<file path="src/design/scem_pkg.sv">
// Shared types, constants and codes for the Scharr edge magnitude core.
`default_nettype none
package scem_pkg;

  // Line store geometry
  localparam int unsigned MaxWidth = 1024;
  localparam int unsigned AddrW    = $clog2(MaxWidth);
  localparam int unsigned ColW     = AddrW;

  // Field widths
  localparam int unsigned PixW     = 8;
  localparam int unsigned WidthW   = 11;
  localparam int unsigned HeightW  = 12;
  localparam int unsigned RowW     = HeightW;
  localparam int unsigned PendW    = WidthW;
  localparam int unsigned CfgIdxW  = 1;
  localparam int unsigned CfgDataW = 12;
  localparam int unsigned GradW    = 14;

  // Register reset values
  localparam logic [WidthW-1:0]  FrameWidthRst  = WidthW'(640);
  localparam logic [HeightW-1:0] FrameHeightRst = HeightW'(480);

  // Scharr weights
  localparam int SideCoef   = 3;
  localparam int CenterCoef = 10;

  // Input word kinds
  localparam logic KindPixel = 1'b0;
  localparam logic KindDrain = 1'b1;

  // Window positions, oldest column or row first
  localparam logic [1:0] TapOld = 2'd0;
  localparam logic [1:0] TapMid = 2'd1;
  localparam logic [1:0] TapNew = 2'd2;

  // Configuration register indexes
  typedef enum logic [CfgIdxW-1:0] {
    CfgFrameWidth  = 1'b0,
    CfgFrameHeight = 1'b1
  } scem_cfg_e;

  typedef struct packed {
    logic            kind;
    logic [PixW-1:0] pixel;
  } scem_in_t;

  typedef struct packed {
    logic [PixW-1:0] grad_x_mag;
    logic [PixW-1:0] grad_y_mag;
    logic [PixW-1:0] edge_mag;
    logic            end_of_frame;
  } scem_out_t;

  // 3x3 neighborhood, [row][col]
  typedef logic [2:0][2:0][PixW-1:0] scem_win_t;

  // How the result is picked out of the window
  typedef struct packed {
    logic       pre;   // window before this word's shift
    logic       top2;  // top row reflects to the bottom row
    logic [1:0] lc;
    logic [1:0] mc;
    logic [1:0] rc;
    logic       eof;
  } scem_sel_t;

  // Decoded word handed from the sequencer to the working stage
  typedef struct packed {
    logic             act;       // shifts the window
    logic             is_pixel;
    logic [AddrW-1:0] addr;
    logic             emit;
    scem_sel_t        sel;
  } scem_item_t;

endpackage
`default_nettype wire

</file>
<file path="src/design/scem_grad.sv">
// Scharr gradients, saturated magnitudes and their maximum for one window.
`default_nettype none
module scem_grad (
  input  scem_pkg::scem_win_t taps_i,
  input  logic                eof_i,
  output scem_pkg::scem_out_t result_o
);

  logic signed [scem_pkg::PixW:0]    dx_top, dx_mid, dx_bot;
  logic signed [scem_pkg::PixW:0]    dy_lft, dy_mid, dy_rgt;
  logic signed [scem_pkg::GradW-1:0] gx, gy;
  logic [scem_pkg::PixW-1:0]         mag_x, mag_y;

  function automatic logic [scem_pkg::PixW-1:0] sat_abs(
    input logic signed [scem_pkg::GradW-1:0] v
  );
    logic [scem_pkg::GradW-1:0] m;
    m = v[scem_pkg::GradW-1] ? scem_pkg::GradW'(-v) : scem_pkg::GradW'(v);
    if (m > scem_pkg::GradW'(2**scem_pkg::PixW - 1)) begin
      return '1;
    end
    return m[scem_pkg::PixW-1:0];
  endfunction

  // column and row differences
  always_comb begin
    dx_top = $signed({1'b0, taps_i[0][2]}) - $signed({1'b0, taps_i[0][0]});
    dx_mid = $signed({1'b0, taps_i[1][2]}) - $signed({1'b0, taps_i[1][0]});
    dx_bot = $signed({1'b0, taps_i[2][2]}) - $signed({1'b0, taps_i[2][0]});
    dy_lft = $signed({1'b0, taps_i[2][0]}) - $signed({1'b0, taps_i[0][0]});
    dy_mid = $signed({1'b0, taps_i[2][1]}) - $signed({1'b0, taps_i[0][1]});
    dy_rgt = $signed({1'b0, taps_i[2][2]}) - $signed({1'b0, taps_i[0][2]});
  end

  // 3,10,3 weighting
  always_comb begin
    gx = scem_pkg::GradW'(dx_top) * scem_pkg::GradW'(scem_pkg::SideCoef)
       + scem_pkg::GradW'(dx_mid) * scem_pkg::GradW'(scem_pkg::CenterCoef)
       + scem_pkg::GradW'(dx_bot) * scem_pkg::GradW'(scem_pkg::SideCoef);
    gy = scem_pkg::GradW'(dy_lft) * scem_pkg::GradW'(scem_pkg::SideCoef)
       + scem_pkg::GradW'(dy_mid) * scem_pkg::GradW'(scem_pkg::CenterCoef)
       + scem_pkg::GradW'(dy_rgt) * scem_pkg::GradW'(scem_pkg::SideCoef);
  end

  // magnitudes and edge strength
  always_comb begin
    mag_x                 = sat_abs(gx);
    mag_y                 = sat_abs(gy);
    result_o.grad_x_mag   = mag_x;
    result_o.grad_y_mag   = mag_y;
    result_o.edge_mag     = (mag_x > mag_y) ? mag_x : mag_y;
    result_o.end_of_frame = eof_i;
  end

endmodule
`default_nettype wire

</file>
<file path="config.mk">
export PLATFORM = sky130hd
export DESIGN_NAME = scem_grad
export DESIGN_NICKNAME = d
export VERILOG_FILES = /design/src/design/scem_pkg.sv /design/src/design/scem_grad.sv
export SDC_FILE = /design/constraint.sdc
export NUM_CORES = 1
export LEC_CHECK = 0
export BUFFER_PORTS_ARGS = -buffer_cell sky130_fd_sc_hd__buf_2
export CAP_MARGIN = 20
export CORE_UTILIZATION = 45
export DETAILED_ROUTE_END_ITERATION = 12
export GPL_ROUTABILITY_DRIVEN = 0
export GPL_TIMING_DRIVEN = 0
export PLACE_DENSITY = 0.75
export SETUP_SLACK_MARGIN = 0.4
export SLEW_MARGIN = 10
export SYNTH_ARGS = -nofsm -noshare
export SYNTH_HDL_FRONTEND = slang
export SYNTH_SLANG_ARGS = --single-unit
</file>
<file path="constraint.sdc">
create_clock -name vclk -period 11.1
set_input_delay 1.11 -clock vclk [all_inputs]
set_output_delay 1.11 -clock vclk [all_outputs]
set_load 0.01 [all_outputs]
</file>
==> reports/metrics.yaml <==
sta:
  hold_violations: 0
  slew_violations: 0
  fmax_mhz: 98.3
  rsz0062_at_grt: "no"
  setup_violations: 0
  worstMarginPinSlew_ps: 485
  period_share: 0.916
  relSlewSlack: 0.676
  timing.setup.tns_ps: 0
  layout_min_cycle_time_ps: 10170
routing:
  wl_um: 12700
  dr.pass1.iters: 5
  routedWlPerCell_um: 12.0
  vias: 5349
  drc: 0
  via_per_inst: 5.06
  drt_iter0_drc: 246
  detail-route-antenna-nets: 0
synth:
  synth.mux.area_fraction: 0.00363
  syn-num-nets: 1080
  yosysSeqAreaShare: 0
  synth_top_family_by_area: "adder cells"
  synth_top_cell_by_area: "ha_1"
  yosysWarnings: 0
  syn-instance-count: 789
  synth_compound_area_frac: 0.172
  synth-adder-area-share: 0.484
  yosys.area_share.xor_xnor: 0.115
  yosysUniqueCellTypes: 62
  synth_top_area_share: 0.306
  syn_area_um2: 6540
  synthTopCellsByArea: "ha_1, fa_1, inv_1"
  synth-simple-area-share: 0.123
  syn_avg_cell_area_um2: 8.29
setup_path:
  cpPeakStageDelay_ps: 550
  cp_common_cell: "inv_1"
  cp-end-kind: "output port"
  cp-start-kind: "input port"
  worstPathMaxFanout: 10
  crit_required_ps: 9990
  worstPathArrival_ps: 9060
  crit_slowest_cell: "fa_1"
  timing_worst_setup_path_type: "input port to output port"
die:
  core_area_um2: 14000
  die_area_um2: 15000
  die_w_um: 123
  die_y_um: 123
  rows: 43
  initial_core_util: 0.466
  io_pins: 98
flow_run:
  max_cap_viol_count: 0
final_layout:
  fin_nets: 1171
  design.seq.count: 0
  antennaDiodeCount: 0
  final_layout_size_suffix_gt1_frac: 0.130
  nClkBuffers: 0
  seqCellArea_um2: 0
  area_growth_pct: 10.5
global_route:
  grt_max_degree: 11
  grt_overflow: 0
  grtUsageTotal: 0.173
  antenna_found_initial: 0
  grt_pass1_vias: 4853
  grt_pass1_wl_um: 21600
run_status:
  outcome: "finished, final reports clean"
placed_design:
  portBuffers: 89
  hpwl_um: 11700
hold_path:
  hp-class: "input port to output port"
  whs_path_depth: 2
==> path summary, 6_finish.rpt <==
check,end,startpoint
min,result_o[0],eof_i
max,result_o[2],taps_i[64]
==> worst max-delay path: cells and delay by family <==
kind                       cells  cell delay, ps
buffers and inverters          8             800
adders and majority gates      8            2950
xor gates and xnor gates       1             550
and+or+nand+nor                5             840
AOI/OAI and AO/OA             17            2790
==> per-stage QoR <==
stage	utilization	setup slack (ps)	area, µm²	cells	hold WS [ps]
finish	0.515	931	7230	1058	2400
detailed placement	0.513	654	7210	1058	2400
global placement	0.513	726	7210	1058	2400
CTS	0.513	640	7210	1058	2400
global route	0.515	406	7230	1058	2420
floorplan	-	1730	6540	789	2310
==> routing by layer <==
metal | global-route usage | routed length, µm | share of wire | vias to the layer above
li1 | - | - | - | 2838
met2 | 0.282 | 5430 | 0.43 | 119
met4 | 0.00686 | 55 | 0.0043 | 0
met1 | 0.262 | 6700 | 0.53 | 2384
met5 | 0 | 0 | 0 | -
met3 | 0.00883 | 552 | 0.043 | 8
==> cell type report <==
cell class,count,area [µm²]
Inverter,166,623
Fill cell,1300,6820
Tap cell,180,225
Buffer,7,46.3
Timing Repair Buffer,89,445
Multi-Input combinational cell,616,5890
==> cells in the final DEF (no fill, tap or decap), types with 8 or more instances in the layout <==
| cell type | n |
|---|---|
| o21ai_0 | 23 |
| a21o_1 | 35 |
| xor2_1 | 31 |
| and2_1 | 10 |
| xnor2_1 | 48 |
| nor2b_1 | 13 |
| nand2_1 | 32 |
| o21bai_1 | 14 |
| nor3_1 | 8 |
| a21oi_1 | 51 |
| buf_2 | 89 |
| fa_1 | 58 |
| o21a_1 | 8 |
| nand3_1 | 9 |
| ha_1 | 160 |
| nor2_1 | 31 |
| nand2b_1 | 10 |
| inv_1 | 166 |
==> cells in the mapped netlist, types with 2 or more instances <==
master      n
o31ai_1     3
xnor2_1    48
nor3_1      8
ha_1      160
a21o_1     35
nor2b_1    13
nor4b_1     3
and4_1      2
o21a_1      8
inv_1     166
o21bai_1   14
o21ai_0    24
fa_1       58
and3_1      7
nand3_1     9
clkbuf_1    3
a31oi_1     2
a211oi_1    2
buf_4       3
o211ai_1    3
nand2b_1   10
a32oi_1     7
a21oi_1    52
xor2_1     31
nand2_1    32
and2_1     10
o21ai_1     2
nor4_1      5
nand4_1     2
nor2_1     31
or3_1       5
==> logic make-up (layout without fill, tap and decap cells) <==
kind of cell             Yosys count  count (layout)
multiplexers                       2               2
AO/OA/AOI/OAI                    166             166
adder cells (fa/ha/maj)          218             218
buffers and inverters            173             262
XOR/XNOR                          82              82
AND/OR/NAND/NOR                  148             148
==> repair_timing <==
item	in CTS	in global routing
endpoints found under the setup margin	0	8
hold buffers	0	0
resized for setup	0	6
setup buffers	0	0
Power is left out: the tool's default activity adds up to more than one toggle a clock period on the data nets, which glitch-free logic cannot reach.
