## src/design/scem_pkg.sv

```systemverilog
// Shared types, constants and codes for the Scharr edge magnitude core.
`default_nettype none
package scem_pkg;

  // Line store geometry
  localparam int unsigned MaxWidth = 1024;
  localparam int unsigned AddrW    = $clog2(MaxWidth);
  localparam int unsigned ColW     = AddrW;

  // Field widths
  localparam int unsigned PixW     = 8;
  localparam int unsigned WidthW   = 11;
  localparam int unsigned HeightW  = 12;
  localparam int unsigned RowW     = HeightW;
  localparam int unsigned PendW    = WidthW;
  localparam int unsigned CfgIdxW  = 1;
  localparam int unsigned CfgDataW = 12;
  localparam int unsigned GradW    = 14;

  // Register reset values
  localparam logic [WidthW-1:0]  FrameWidthRst  = WidthW'(640);
  localparam logic [HeightW-1:0] FrameHeightRst = HeightW'(480);

  // Scharr weights
  localparam int SideCoef   = 3;
  localparam int CenterCoef = 10;

  // Input word kinds
  localparam logic KindPixel = 1'b0;
  localparam logic KindDrain = 1'b1;

  // Window positions, oldest column or row first
  localparam logic [1:0] TapOld = 2'd0;
  localparam logic [1:0] TapMid = 2'd1;
  localparam logic [1:0] TapNew = 2'd2;

  // Configuration register indexes
  typedef enum logic [CfgIdxW-1:0] {
    CfgFrameWidth  = 1'b0,
    CfgFrameHeight = 1'b1
  } scem_cfg_e;

  typedef struct packed {
    logic            kind;
    logic [PixW-1:0] pixel;
  } scem_in_t;

  typedef struct packed {
    logic [PixW-1:0] grad_x_mag;
    logic [PixW-1:0] grad_y_mag;
    logic [PixW-1:0] edge_mag;
    logic            end_of_frame;
  } scem_out_t;

  // 3x3 neighborhood, [row][col]
  typedef logic [2:0][2:0][PixW-1:0] scem_win_t;

  // How the result is picked out of the window
  typedef struct packed {
    logic       pre;   // window before this word's shift
    logic       top2;  // top row reflects to the bottom row
    logic [1:0] lc;
    logic [1:0] mc;
    logic [1:0] rc;
    logic       eof;
  } scem_sel_t;

  // Decoded word handed from the sequencer to the working stage
  typedef struct packed {
    logic             act;       // shifts the window
    logic             is_pixel;
    logic [AddrW-1:0] addr;
    logic             emit;
    scem_sel_t        sel;
  } scem_item_t;

endpackage
`default_nettype wire

```

## src/design/scem_ctrl.sv

```systemverilog
// Frame registers, raster counters and drain sequencing for the edge core.
`default_nettype none
module scem_ctrl (
  input  logic                           clk_i,
  input  logic                           rst_ni,
  input  logic                           cfg_valid_i,
  input  logic [scem_pkg::CfgIdxW-1:0]   cfg_index_i,
  input  logic [scem_pkg::CfgDataW-1:0]  cfg_data_i,
  input  logic                           accept_i,
  input  logic                           kind_i,
  output scem_pkg::scem_item_t           item_o
);

  logic [scem_pkg::WidthW-1:0]  frame_width_q, frame_width_d;
  logic [scem_pkg::HeightW-1:0] frame_height_q, frame_height_d;
  logic [scem_pkg::ColW-1:0]    col_q, col_d;
  logic [scem_pkg::RowW-1:0]    row_q, row_d;
  logic [scem_pkg::PendW-1:0]   pend_q, pend_d;

  logic [scem_pkg::WidthW-1:0]  w_eff;
  logic [scem_pkg::HeightW-1:0] h_eff;
  logic [scem_pkg::ColW-1:0]    col_cur;
  logic [scem_pkg::ColW:0]      col_inc;
  logic [scem_pkg::RowW-1:0]    row_cur;
  logic [scem_pkg::RowW:0]      row_inc;
  logic                         col_wrap;
  logic                         row_wrap;
  logic [scem_pkg::PendW-1:0]   w_plus1;
  logic [scem_pkg::PendW-1:0]   drain_k;
  logic                         is_pixel;

  // effective frame size
  always_comb begin
    if (frame_width_q < scem_pkg::WidthW'(2)) begin
      w_eff = scem_pkg::WidthW'(2);
    end else if (32'(frame_width_q) > scem_pkg::MaxWidth) begin
      w_eff = scem_pkg::WidthW'(scem_pkg::MaxWidth);
    end else begin
      w_eff = frame_width_q;
    end
    if (frame_height_q < scem_pkg::HeightW'(2)) begin
      h_eff = scem_pkg::HeightW'(2);
    end else begin
      h_eff = frame_height_q;
    end
  end

  // raster position of the current word
  always_comb begin
    col_cur  = (col_q >= w_eff) ? '0 : col_q;
    row_cur  = (row_q >= h_eff) ? '0 : row_q;
    col_inc  = (scem_pkg::ColW+1)'(col_cur) + (scem_pkg::ColW+1)'(1);
    row_inc  = (scem_pkg::RowW+1)'(row_cur) + (scem_pkg::RowW+1)'(1);
    col_wrap = (col_inc >= w_eff);
    row_wrap = (row_inc >= h_eff);
    w_plus1  = scem_pkg::PendW'(w_eff) + scem_pkg::PendW'(1);
    drain_k  = w_plus1 - pend_q;
    is_pixel = (kind_i == scem_pkg::KindPixel);
  end

  // decode the word being taken
  always_comb begin
    item_o          = '0;
    item_o.is_pixel = is_pixel;
    if (is_pixel) begin
      item_o.act  = 1'b1;
      item_o.addr = col_cur[scem_pkg::AddrW-1:0];
      if (col_cur == '0 && row_cur >= scem_pkg::RowW'(2)) begin
        // right edge pixel of the row two back, before the shift
        item_o.emit     = 1'b1;
        item_o.sel.pre  = 1'b1;
        item_o.sel.top2 = (row_cur == scem_pkg::RowW'(2));
        item_o.sel.lc   = scem_pkg::TapMid;
        item_o.sel.mc   = scem_pkg::TapNew;
        item_o.sel.rc   = scem_pkg::TapMid;
      end else if (col_cur != '0 && row_cur != '0) begin
        // previous column of the row above, after the shift
        item_o.emit     = 1'b1;
        item_o.sel.top2 = (row_cur == scem_pkg::RowW'(1));
        item_o.sel.lc   = (col_cur == scem_pkg::ColW'(1)) ? scem_pkg::TapNew
                                                           : scem_pkg::TapOld;
        item_o.sel.mc   = scem_pkg::TapMid;
        item_o.sel.rc   = scem_pkg::TapNew;
      end
    end else begin
      item_o.act     = (pend_q != '0);
      item_o.emit    = (pend_q != '0);
      item_o.addr    = drain_k[scem_pkg::AddrW-1:0];
      item_o.sel.eof = (pend_q == scem_pkg::PendW'(1));
      if (pend_q == w_plus1) begin
        // last pixel of the next-to-last row
        item_o.sel.pre  = 1'b1;
        item_o.sel.top2 = (h_eff == scem_pkg::HeightW'(2));
        item_o.sel.lc   = scem_pkg::TapMid;
        item_o.sel.mc   = scem_pkg::TapNew;
        item_o.sel.rc   = scem_pkg::TapMid;
      end else begin
        // last row; its bottom neighbor reflects to the row above
        item_o.sel.lc = (pend_q == scem_pkg::PendW'(w_eff)) ? scem_pkg::TapNew
                                                            : scem_pkg::TapOld;
        item_o.sel.mc = scem_pkg::TapMid;
        item_o.sel.rc = (pend_q == scem_pkg::PendW'(1)) ? scem_pkg::TapOld
                                                        : scem_pkg::TapNew;
      end
    end
  end

  // next state of registers and counters
  always_comb begin
    frame_width_d  = frame_width_q;
    frame_height_d = frame_height_q;
    col_d          = col_q;
    row_d          = row_q;
    pend_d         = pend_q;
    if (cfg_valid_i) begin
      case (cfg_index_i)
        scem_pkg::CfgFrameWidth: begin
          frame_width_d = cfg_data_i[scem_pkg::WidthW-1:0];
        end
        scem_pkg::CfgFrameHeight: begin
          frame_height_d = cfg_data_i[scem_pkg::HeightW-1:0];
        end
        default: begin
        end
      endcase
      col_d  = '0;
      row_d  = '0;
      pend_d = '0;
    end else if (accept_i) begin
      if (is_pixel) begin
        pend_d = '0;
        if (col_wrap) begin
          col_d = '0;
          if (row_wrap) begin
            row_d  = '0;
            pend_d = w_plus1;
          end else begin
            row_d = row_inc[scem_pkg::RowW-1:0];
          end
        end else begin
          col_d = col_inc[scem_pkg::ColW-1:0];
          row_d = row_cur;
        end
      end else if (pend_q != '0) begin
        pend_d = pend_q - scem_pkg::PendW'(1);
      end
    end
  end

  always_ff @(posedge clk_i or negedge rst_ni) begin
    if (!rst_ni) begin
      frame_width_q  <= scem_pkg::FrameWidthRst;
      frame_height_q <= scem_pkg::FrameHeightRst;
      col_q          <= '0;
      row_q          <= '0;
      pend_q         <= '0;
    end else begin
      frame_width_q  <= frame_width_d;
      frame_height_q <= frame_height_d;
      col_q          <= col_d;
      row_q          <= row_d;
      pend_q         <= pend_d;
    end
  end

  // counters stay inside the frame they belong to
  assert property (@(posedge clk_i) disable iff (!rst_ni) pend_q <= w_plus1)
    else $error("drain count beyond one row plus one pixel");
  assert property (@(posedge clk_i) disable iff (!rst_ni) col_q < w_eff)
    else $error("column count outside the row");
  assert property (@(posedge clk_i) disable iff (!rst_ni) row_q < h_eff)
    else $error("row count outside the frame");

endmodule
`default_nettype wire

```

## config.mk

```make
export PLATFORM = sky130hd
export DESIGN_NAME = scem_ctrl
export DESIGN_NICKNAME = d
export VERILOG_FILES = /design/src/design/scem_pkg.sv /design/src/design/scem_ctrl.sv
export SDC_FILE = /design/constraint.sdc
export NUM_CORES = 1
export LEC_CHECK = 0
export ABC_CLOCK_PERIOD_IN_PS = 4770
export BUFFER_PORTS_ARGS = -buffer_cell sky130_fd_sc_hd__buf_4
export CAP_MARGIN = 20
export CORE_MARGIN = 2
export CORE_UTILIZATION = 29
export DETAILED_ROUTE_END_ITERATION = 12
export PLACE_DENSITY = 0.46
export SLEW_MARGIN = 20
export SYNTH_ARGS = -nofsm -noshare
export SYNTH_HDL_FRONTEND = slang
export SYNTH_SLANG_ARGS = --single-unit
```

## constraint.sdc

```tcl
create_clock -name clk_i -period 4.77 [get_ports clk_i]
set_input_delay 0 -clock clk_i [delete_from_list [all_inputs] [get_ports clk_i]]
set_output_delay 0 -clock clk_i [all_outputs]
set_load 0.005 [all_outputs]
```

==> results of run 1 <==
[through the flow]
stage / util [%] / hold slack [ns] / setup slack (ns) / instance area, sq um / power, mW
floorplan: - / -0.296 / 0.0109 / 5390 / 1.08
global placement: 36.2 / 0.130 / -0.302 / 6480 / 1.42
detailed placement: 36.2 / 0.150 / -0.399 / 6480 / 1.43
CTS: 40.0 / 0.0170 / -0.284 / 7160 / 1.87
global route: 41.1 / 0.0351 / -0.587 / 7350 / 2.03
finish: 41.1 / 0.0321 / -0.340 / 7350 / 1.90
[kinds of logic after synthesis]
| logic type | synth area share (%) |
|---|---|
| compound gates | 21.2 |
| xor+xnor | 5.26 |
| fa+ha+maj | 15.8 |
| buf+inv | 5.38 |
| flops | 26.7 |
| mux | 5.26 |
| simple gates | 20.4 |
[sequential cells by signal, summed over array words and instances (netlist names)]
register,count
frame_width_q,11
row_q,12
pend_q,11
col_q,10
frame_height_q,12
[power by group]
part / switching [mW] / internal [mW] / total, mW
Combinational: 0.482 / 0.425 / 0.907
Sequential: 0.0569 / 0.523 / 0.580
Clock: 0.210 / 0.200 / 0.410
Total: 0.749 / 1.15 / 1.90
[worst max-delay path, delay by kind of cell (launching register included)]
kind / cells / cell delay, ns
buffers and inverters: 30 / 3.53
DFF: 1 / 0.41
AOI/OAI and AO/OA: 2 / 0.39
and+or+nand+nor: 2 / 0.44
[synthesized netlist by cell type (all sizes together) (9+ instances only)]
cell type / count / area share (%)
clkbuf: 10 / 0.71
and3: 9 / 1.1
nand4: 9 / 1.1
xnor2: 17 / 2.8
inv: 34 / 2.4
nor4: 10 / 1.5
o21ai: 42 / 4.1
nor2: 51 / 3.6
buf: 18 / 2.2
xor2: 13 / 2.4
a31oi: 10 / 1.2
mux2: 22 / 4.7
ha: 65 / 15
nand2: 70 / 5.0
a21oi: 30 / 2.8
dfrtp: 50 / 24
a21o: 13 / 1.8
nand3: 31 / 3.0
[metal layers]
| layer | up-vias | global-route usage, % |
|---|---|---|
| met4 | 0 | 5.00 |
| met5 | - | 0 |
| met3 | 20 | 2.56 |
| li1 | 2582 | - |
| met1 | 2659 | 26.9 |
| met2 | 172 | 31.6 |
[timing repair]
action | 4_1_cts | 5_1_grt
resized for setup | 34 | 26
endpoints found under the setup margin | 33 | 34
setup buffers | 33 | 6
gates cloned | 0 | 1
endpoints found under the hold margin | 73 | 0
hold buffers | 13 | 0
pin swaps | 10 | 20
[how the worst max path moves through the flow]
| stage | from | endpoint | slack (ns) |
|---|---|---|---|
| 5_1_grt | frame_height_q[10]$_DFFE_PN0P_ | row_q[5]$_DFFE_PN0P_ | -0.59 |
| 3_5_place_dp | frame_height_q[10]$_DFFE_PN0P_ | pend_q[7]$_DFFE_PN0P_ | -0.40 |
| 2_1_floorplan | frame_height_q[10]$_DFFE_PN0P_ | pend_q[3]$_DFFE_PN0P_ | 0.01 |
| 3_3_place_gp | frame_height_q[7]$_DFFE_PN1P_ | pend_q[3]$_DFFE_PN0P_ | -0.30 |
| 6_report | frame_height_q[10]$_DFFE_PN0P_ | item_o[7] | -0.34 |
| 4_1_cts | frame_height_q[10]$_DFFE_PN0P_ | row_q[6]$_DFFE_PN0P_ | -0.28 |
[area by class of cell]
type                    instances  area, sq um  share of cell area (%)
multi-input cells             502         3940                    53.5
clock buffers                   5          125                    1.70
well taps                     229          287                    3.90
clock inverters                 3         26.3                   0.357
repair buffers                177         1440                    19.6
inverters                      35          131                    1.79
flip-flops and latches         56         1410                    19.2
[cells in the final DEF, fill, tap and decap left out, types with 4 or more instances in the layout]
cell type,count
clkbuf_16,5
dlygate4sd3_1,13
o21ai_0,38
nor4_1,6
o21a_1,8
xnor2_1,17
a22o_1,5
a21oi_2,4
nor3_1,6
or3_1,4
a31oi_1,8
ha_1,61
a221o_1,7
inv_1,30
xor2_1,11
nand4_1,9
nand3_1,26
mux2_2,22
a32o_1,8
nand2_1,64
dfrtp_1,50
dfstp_2,6
nor2_1,48
nand2_2,5
buf_6,14
buf_4,148
and3_1,7
ha_4,4
nor2b_1,5
a21o_1,13
a21oi_1,26
inv_2,4
nor4_4,4
==> results by group, run 1 <==
Power and ir drop
  – Power density cells: ~260 mW/mm^2
  – Max VDD drop: between 0.0001 and 0.00015 V
  – Leakage Power: between 3 and 4 nW

Place
  – Placed Cells: 946
  – Port Buffer Count: 39
  – Gpl congestion: about 0.87
  – Post-DP HPWL: between 10,000 and 15,000 um

Synthesis
  – Mapped Avg Cell Area: ~8.5 sq um
  – Post-synth EDFFs: 0
  – Flop and latch count out of synthesis: 56
  – Number of synthesis warnings: 0
  – Net count after synthesis: 704
  – Synth unique cells: 65
  – Netlist Area Pre-Place: roughly 0.0053 sq mm
  – Fraction of registers with async set/reset: 100%
  – Sequential-to-total area share from yosys stat: 26.7%
  – Most common flop cell mapped by yosys: dfrtp_1
  – Synthesized instance count: 620

Timing
  – RSZ-0062 raised after global routing: true
  – Max Freq: 196 MHz
  – Setup Skew: 0.00817 ns
  – Max-slew headroom: a little under a third
  – TNS Setup: -3.20 ns
  – Setup Viol. Count Final: 24
  – Worst-Margin Slew: between 1 and 1.5 ns
  – Pins over their slew limit: 0
  – Final worst setup slack: -0.340 ns
  – Fin. Hold Viols: 0
  – Final period util: 107%
  – Min cycle time layout: between 5 and 6 ns

Worst hold path
  – Hold Path End: pend_q[10]$_DFFE_PN0P_
  – Hold_sp: accept_i
  – Worst hold path depth: 4
  – Worst hold-check path type: in2reg

Setup path
  – Reg2reg path depth: 23
  – Reg2reg end: row_q[6]$_DFFE_PN0P_
  – Crit end category: output pin
  – CP max stage cell: dfrtp_1
  – Reg-to-Reg Start: frame_height_q[10]$_DFFE_PN0P_
  – Arrival time worst endpoint: 5.11 ns
  – Kind of critical path: reg2out
  – Worst path max stage delay: about 0.41 ns
  – WP data required: 4.77 ns
  – Startpoint types: flop
  – Crit path top cell by count: buf_4
  – R2r setup slk: -0.30 ns
  – Worst-path fanout max: 2

Detailed routing
  – TritonRoute pass-1 iters: 4
  – Antenna-violating nets left: 0
  – Routed len/inst: approximately 19 um
  – Post-Route WL: around 19,000 um
  – DR iter-0 viols: about 350
  – Highest routed layer: met4
  – Met2 wire length: 8860 um
  – Routed wl met3: around 810 um
  – M1 WL: roughly 8800 um
  – Residual DRC: 0
  – Via/cell ratio: roughly 5.4
  – DR vias: 5,433

Floorplan
  – Core area: roughly 0.018 sq mm
  – Initial Utilization: around 30%
  – Row count: between 40 and 50
  – DIE HEIGHT: about 140 um
  – Chip width: between 100 and 150 um
  – Io pins: 40
  – Die area: ~0.019 sq mm

Clocking
  – Root buffer selected by CTS: clkbuf_16
  – Skew-Pair Late Insertion Delay: between 0.3 and 0.4 ns
  – Clock buffer depth: 2
  – CTS tree: built
  – Clk sinks: 56
  – CTS Buf Count: 5
  – H-Tree Depth: 2
  – Worst-path clk slew: 0.09 ns

Run status
  – Failing checks: negative setup slack
  – Outcome: finished, violations left

Finish
  – # fillers: between 1,500 and 2,000
  – Ant diodes: 0
  – Final #Nets: 861
  – Layout cells sized above 1: about 34%
  – Synthesis-to-layout area growth: 39.4%
  – Cell Count, Final, Fillers Out: 1,007

Global routing
  – Initial antenna violation count: 0
  – Gr usage total: between 10% and 20%
  – GRT overflow: 0
  – First-pass GRT wire length: roughly 30,000 um
  – Largest net degree at the start of global routing: 57
  – Vias in the first global route: roughly 5,400

Flow run
  – Max_cap viols: 0
Power figures use the tool's default switching activity.
==> run 2, diff against run 1 <==
--- a/config.mk
+++ b/config.mk
@@ -8,10 +8,13 @@
 export ABC_CLOCK_PERIOD_IN_PS = 4770
 export BUFFER_PORTS_ARGS = -buffer_cell sky130_fd_sc_hd__buf_4
 export CAP_MARGIN = 20
+export CELL_PAD_IN_SITES_DETAIL_PLACEMENT = 1
+export CELL_PAD_IN_SITES_GLOBAL_PLACEMENT = 1
 export CORE_MARGIN = 2
 export CORE_UTILIZATION = 29
 export DETAILED_ROUTE_END_ITERATION = 12
-export PLACE_DENSITY = 0.46
+export PLACE_DENSITY = 0.57
+export RECOVER_POWER = 50
 export SLEW_MARGIN = 20
 export SYNTH_ARGS = -nofsm -noshare
 export SYNTH_HDL_FRONTEND = slang
==> results by group, run 2 (synthesis gave the netlist of run 1 again) <==
Run status
  – Outcome: finished, violations left
  – Failing checks: max-capacitance violations, max-slew violations, negative setup slack

Floorplan
  – Initial Utilization: around 29%
  – Chip width: 139 um
  – Row count: slightly below 50
  – DIE HEIGHT: 139 um
  – Io pins: 40
  – Die area: 0.0193 sq mm
  – Core area: roughly 0.018 sq mm

Finish
  – Top Registers: frame_height_q x12, row_q x12
  – Leading cell types in the layout, fill and taps excluded: buf_4, nand2_1, ha_1, dfrtp_1, nor2_1
  – Ant diodes: 0
  – Post-route cell area: about 0.0073 sq mm
  – Final core utilization: 40.5%
  – Commonest non-fill, non-tap cell in the layout: buf_4
  – Final #Nets: between 800 and 900
  – Synthesis-to-layout area growth: 37.5%
  – Cell Count, Final, Fillers Out: 996
  – Layout cells sized above 1: between 30% and 40%

Timing
  – Fin. Hold Viols: 0
  – Max Freq: between 150 and 200 MHz
  – Worst-Margin Slew: 3.41 ns
  – Max-slew headroom: -127%
  – RSZ-0062 raised after global routing: true
  – Setup Viol. Count Final: 23
  – Min cycle time layout: 5.12 ns
  – Final period util: 107%
  – Pins over their slew limit: 57
  – Final worst setup slack: -0.354 ns
  – Setup Skew: 0.0145 ns

Clocking
  – H-Tree Depth: 2
  – Clk sinks: 56
  – Clock buffer depth: 2
  – Worst-path clk slew: ~0.090 ns
  – Skew-Pair Late Insertion Delay: 0.32 ns
  – CTS tree: built
  – CTS Buf Count: 5
  – Root buffer selected by CTS: clkbuf_16

Setup path
  – Startpoint types: flop
  – Crit path top cell by count: ha_1
  – CP max stage cell: dfrtp_1
  – Arrival time worst endpoint: 5.36 ns
  – WP data required: between 5 and 6 ns
  – Kind of critical path: reg2reg
  – Cell Chain, Critical Path: nor4_4 > nand3_2 > o21a_1 > ha_1 > nand2b_4 > a2111o_1 > a31oi_2 > or2_4 > and2_4 > ha_4 > nand3_4 > nor2_4 > xnor2_1 > nor2_1 > ha_1 > a2111oi_4 > o21ai_1 > a221oi_2 > o31ai_4 > buf_4 > a211o_1 > o31a_1 > mux2i_1
  – Reg2reg path depth: 23
  – Worst path max stage delay: 0.41 ns
  – Crit end category: flop
  – Worst-path fanout max: 5

Detailed routing
  – Via/cell ratio: between 5 and 6
  – Antenna-violating nets left: 0
  – DR iter-0 viols: 271
  – DR vias: about 5,300
  – Post-Route WL: 20,100 um
  – Routed len/inst: 20.2 um
  – TritonRoute pass-1 iters: 4
  – Residual DRC: 0

Worst hold path
  – Worst hold path depth: 4
  – Worst hold-check path type: in2reg

Global routing
  – GRT overflow: 0
  – Largest net degree at the start of global routing: 57
  – Initial antenna violation count: 0
  – First-pass GRT wire length: 31,700 um
  – Gr usage total: approximately 21%
  – Vias in the first global route: approximately 5,600

Place
  – Dpl cell area: approximately 0.0065 sq mm
  – Port Buffer Count: 39
  – Placed Cells: roughly 960
  – Pre-CTS setup slack: -0.462 ns
  – Post-DP HPWL: 15,800 um
  – Gpl congestion: approximately 0.87

Power and ir drop
  – Pwr Total: a little under 2 mW
  – Leakage Power: between 3 and 4 nW
  – Power density cells: between 200 and 300 mW/mm^2
  – Max VDD drop: 0.000162 V

Flow run
  – Max_cap viols: 1
[run 2: cell count changes in the layout (fill, tap and decap cells not counted), sizes merged]
cell	before	now
buf	164	152
inv	35	37
clkbuf	5	7
a31o	4	3
clkinvlp	2	0
[run 2: cell type report]
| type | instances | area (sq um) |
|---|---|---|
| multi-input cells | 501 | 3970 |
| flip-flops and latches | 56 | 1410 |
| clock buffers | 5 | 125 |
| clock inverters | 3 | 28.8 |
| well taps | 229 | 287 |
| repair buffers | 167 | 1300 |
| inverters | 35 | 134 |
| fillers | 2127 | 10600 |
[run 2: routing by layer]
layer	wire length [um]	vias up	share of wire [%]	global-route usage (%)
li1	-	2556	-	-
met1	9930	2667	49	29.8
met2	9480	75	47	34.1
met3	562	8	2.8	2.52
met4	146	0	0.73	3.30
met5	0	-	0	0
[run 2: repair_timing]
action / CTS / global route
setup endpoints to repair: 33 / 33
hold buffers: 13 / 0
gates cloned: 0 / 1
pin swaps: 6 / 22
setup buffers: 10 / 9
hold endpoints to repair: 73 / 0
resized for setup: 23 / 35
[run 2: path summary, 6_finish.rpt]
| path | startpoint | slack, ns | to |
|---|---|---|---|
| setup / recovery | frame_height_q[10]$_DFFE_PN0P_ | -0.35 | row_q[6]$_DFFE_PN0P_ |
| setup reg to reg | frame_height_q[10]$_DFFE_PN0P_ | -0.35 | row_q[6]$_DFFE_PN0P_ |
| hold reg to reg | col_q[1]$_DFFE_PN0P_ | 0.61 | col_q[1]$_DFFE_PN0P_ |
| hold / removal | accept_i | 0.07 | pend_q[10]$_DFFE_PN0P_ |
| max in group asynchronous | rst_ni | 1.47 | frame_height_q[9]$_DFFE_PN0P_ |
| min in group asynchronous | rst_ni | 1.38 | row_q[11]$_DFFE_PN0P_ |
[run 2: per-stage QoR]
step | hold WS (ns) | TNS (ns)
6_report | 0.0722 | -4.71
2_1_floorplan | -0.296 | 0
4_1_cts | 0.0343 | -4.58
3_5_place_dp | 0.149 | -9.37
5_1_grt | 0.0866 | -12.29
3_3_place_gp | 0.131 | -4.39
[run 2: report_power, final]
| group | switching, mW | total [mW] | internal [mW] |
|---|---|---|---|
| logic | 0.515 | 0.948 | 0.433 |
| clock network | 0.220 | 0.424 | 0.204 |
| registers | 0.0540 | 0.577 | 0.523 |
| total | 0.790 | 1.95 | 1.16 |
[run 2: worst max-delay path, delay by kind of cell, from the launching register on]
kind,cells,cell delay (ns)
simple gates,8,1.18
buf+inv,1,0.15
mux,1,0.13
flops,1,0.41
xor+xnor,1,0.14
fa+ha+maj,3,0.77
compound gates,9,2.26
==> run 3, diff against run 2 <==
--- a/config.mk
+++ b/config.mk
@@ -5,6 +5,7 @@
 export SDC_FILE = /design/constraint.sdc
 export NUM_CORES = 1
 export LEC_CHECK = 0
+export ABC_AREA = 1
 export ABC_CLOCK_PERIOD_IN_PS = 4770
 export BUFFER_PORTS_ARGS = -buffer_cell sky130_fd_sc_hd__buf_4
 export CAP_MARGIN = 20
@@ -13,7 +14,7 @@
 export CORE_MARGIN = 2
 export CORE_UTILIZATION = 29
 export DETAILED_ROUTE_END_ITERATION = 12
-export PLACE_DENSITY = 0.57
+export PLACE_DENSITY = 0.59
 export RECOVER_POWER = 50
 export SLEW_MARGIN = 20
 export SYNTH_ARGS = -nofsm -noshare
==> results by group, run 3 <==
Run status
  – Outcome: finished, violations left
  – Failing checks: max-capacitance violations, max-slew violations

Finish
  – Ant diodes: 0
  – Commonest non-fill, non-tap cell in the layout: nand2_1
  – Top Registers: frame_height_q x12, row_q x12
  – Sequential cell area: ~0.0014 sq mm
  – Leading cell types in the layout, fill and taps excluded: nand2_1, inv_1, nor2_1, buf_4, ha_1
  – Multi-input logic area: 0.00406 sq mm
  – Synthesis-to-layout area growth: 24.6%
  – Final #Nets: approximately 1,100
  – # fillers: around 2,600
  – Layout cells sized above 1: between 10% and 20%
  – Cell Count, Final, Fillers Out: 1,265

Setup path
  – Arrival time worst endpoint: about 4.8 ns
  – CP startpoint: frame_width_q[3]$_DFFE_PN0P_
  – Worst path max stage delay: about 0.4 ns
  – Worst-path fanout max: 10
  – Crit path top cell by count: nand2_1
  – Reg-to-Reg Start: frame_width_q[3]$_DFFE_PN0P_
  – Reg2reg path depth: 31
  – Startpoint types: flop
  – WP data required: 5.03 ns
  – Crit end category: flop
  – CP max stage cell: dfrtp_1
  – Kind of critical path: reg2reg

Clocking
  – Clock buffer depth: 2
  – CTS tree: built
  – Root buffer selected by CTS: clkbuf_16
  – H-Tree Depth: 2
  – Worst-path clk slew: about 0.080 ns
  – CTS Buf Count: 5
  – Skew-Pair Late Insertion Delay: roughly 0.32 ns
  – Clk sinks: between 50 and 60

Timing
  – Worst-Margin Slew: between 3 and 4 ns
  – Pins over their slew limit: 57
  – Fin. Hold Viols: 0
  – Final period util: a little over nine tenths
  – Final worst setup slack: between 0.2 and 0.25 ns
  – Fin Hold WS: 0.00318 ns
  – Setup Skew: 0.00888 ns
  – Min cycle time layout: between 4 and 5 ns
  – Max Freq: ~220 MHz
  – RSZ-0062 raised after global routing: true
  – TNS Setup: 0 ns
  – Max-slew headroom: -136%
  – Setup Viol. Count Final: 0

Worst hold path
  – Worst hold-check path type: in2reg
  – Worst hold path depth: 3
  – Hold_sp: cfg_data_i[2]

Power and ir drop
  – Switch share: 43.8%
  – Clock Power Share: 21.2%
  – Net Switching: around 0.86 mW
  – Flop pwr share: around 29%
  – Leakage Power: about 3.7 nW
  – Combinational share of power: between 50% and 60%
  – Power density cells: 269 mW/mm^2
  – Internal power: 1.11 mW
  – Max VDD drop: between 0.0002 and 0.00025 V

Detailed routing
  – DR iter-0 viols: ~290
  – Post-Route WL: roughly 21,000 um
  – Residual DRC: 0
  – Routed len/inst: roughly 17 um
  – Antenna-violating nets left: 0
  – Via/cell ratio: roughly 4.8
  – TritonRoute pass-1 iters: 5
  – DR vias: ~6,100

Floorplan
  – DIE HEIGHT: ~150 um
  – Row count: 52
  – Initial Utilization: about 29%
  – Io pins: 40
  – Core area: between 0.02 and 0.025 sq mm
  – Die area: roughly 0.021 sq mm
  – Chip width: between 100 and 150 um

Synthesis
  – Number of synthesis warnings: 0
  – Flop and latch count out of synthesis: 56
  – Share of the synthesized area in the top cell type: about a fifth
  – Synth unique cells: 47
  – Sequential-to-total area share from yosys stat: between 20 and 25%
  – Mapped Avg Cell Area: 6.52 sq um
  – Most common flop cell mapped by yosys: dfrtp_1
  – Net count after synthesis: roughly 1,000
  – Synthesized instance count: approximately 900
  – Area leader, netlist: dfrtp_1
  – Most frequent cells after synthesis: nand2_1, inv_1, nor2_1
  – Area contributors post-synth: dfrtp_1, nand2_1, ha_1
  – Netlist Area Pre-Place: approximately 0.0059 sq mm
  – Most common cell in the netlist: nand2_1
  – Post-synth EDFFs: 0
  – Fraction of registers with async set/reset: 100%

Place
  – Post-DP HPWL: 17,000 um
  – Gpl congestion: 0.861
  – Pre-CTS setup slack: -0.0422 ns
  – Placed Cells: roughly 1,200
  – Port Buffer Count: 39

Global routing
  – Largest net degree at the start of global routing: 57
  – Initial antenna violation count: 0
  – Gr usage total: about a fifth
  – GRT overflow: 0
  – Vias in the first global route: just over 6,000
  – First-pass GRT wire length: 33,800 um

Flow run
  – Max_cap viols: 1
==> run 3: what timing repair did <==
action	4_1_cts	5_1_grt
pin swaps	0	21
hold buffers	11	0
buffers inserted	0	7
resized for setup	3	52
setup endpoints to repair	22	39
cloned	0	1
endpoints found under the hold margin	69	0
==> run 3: kinds of logic (layout without fill, tap and decap cells) <==
family | after synthesis | in the layout | synth area share [%]
adders and majority gates | 66 | 66 | 14.2
buffers and inverters | 158 | 253 | 10.8
AOI/OAI and AO/OA | 129 | 129 | 12.4
DFF | 56 | 56 | 24.0
and+or+nand+nor | 472 | 473 | 35.9
xor gates and xnor gates | 18 | 18 | 2.69
==> run 3: path summary, 6_finish.rpt <==
kind                            slack (ns)                            end
worst max-delay path                  0.25          pend_q[2]$_DFFE_PN0P_
worst min-delay path                 0.003  frame_height_q[2]$_DFFE_PN0P_
worst max register to register        0.25          pend_q[2]$_DFFE_PN0P_
worst min register to register        0.50  frame_height_q[0]$_DFFE_PN0P_
max in group asynchronous             1.33   frame_width_q[3]$_DFFE_PN0P_
min in group asynchronous             1.46           row_q[5]$_DFFE_PN0P_
==> run 3: critical path, delay by kind of cell (launching register included) <==
kind                       cells  cell delay, ns
AOI/OAI and AO/OA              4            0.48
xor gates and xnor gates       1            0.16
adders and majority gates      3            0.81
buffers and inverters          5            0.62
DFF                            1            0.39
and+or+nand+nor               18            1.99
==> run 3: cell type report <==
class / instances / share of cell area [%]
multi-input cells: 686 / 55.6
flip-flops and latches: 56 / 19.3
repair buffers: 107 / 11.3
inverters: 138 / 7.14
well taps: 270 / 4.62
clock buffers: 5 / 1.71
clock inverters: 3 / 0.359
==> run 3: stage by stage <==
stage / power, mW / area (sq um) / util (%)
after floorplan: 1.13 / 5870 / -
after global placement: 1.51 / 6780 / 33.8
final: 1.97 / 7310 / 36.5
after global routing: 2.14 / 7310 / 36.5
after CTS: 1.96 / 7060 / 35.2
after detailed placement: 1.52 / 6780 / 33.8
==> run 3: per-layer routing <==
metal / share of wire [%] / GRT usage [%] / wire length (um) / up-vias
met5: 0 / 0 / 0 / -
met3: 3.1 / 2.97 / 668 / 16
li1: - / - / - / 3104
met4: 1.3 / 4.03 / 277 / 0
met1: 48 / 27.3 / 10200 / 2907
met2: 48 / 34.4 / 10200 / 97
==> run 3: power groups by stage <==
stage | clock network, mW | registers [mW] | logic [mW]
final | 0.416 | 0.567 | 0.984
after global routing | 0.444 | 0.574 | 1.12
after CTS | 0.433 | 0.563 | 0.962
after detailed placement | 0 | 0.571 | 0.949
after global placement | 0 | 0.569 | 0.942
after floorplan | 0 | 0.566 | 0.567
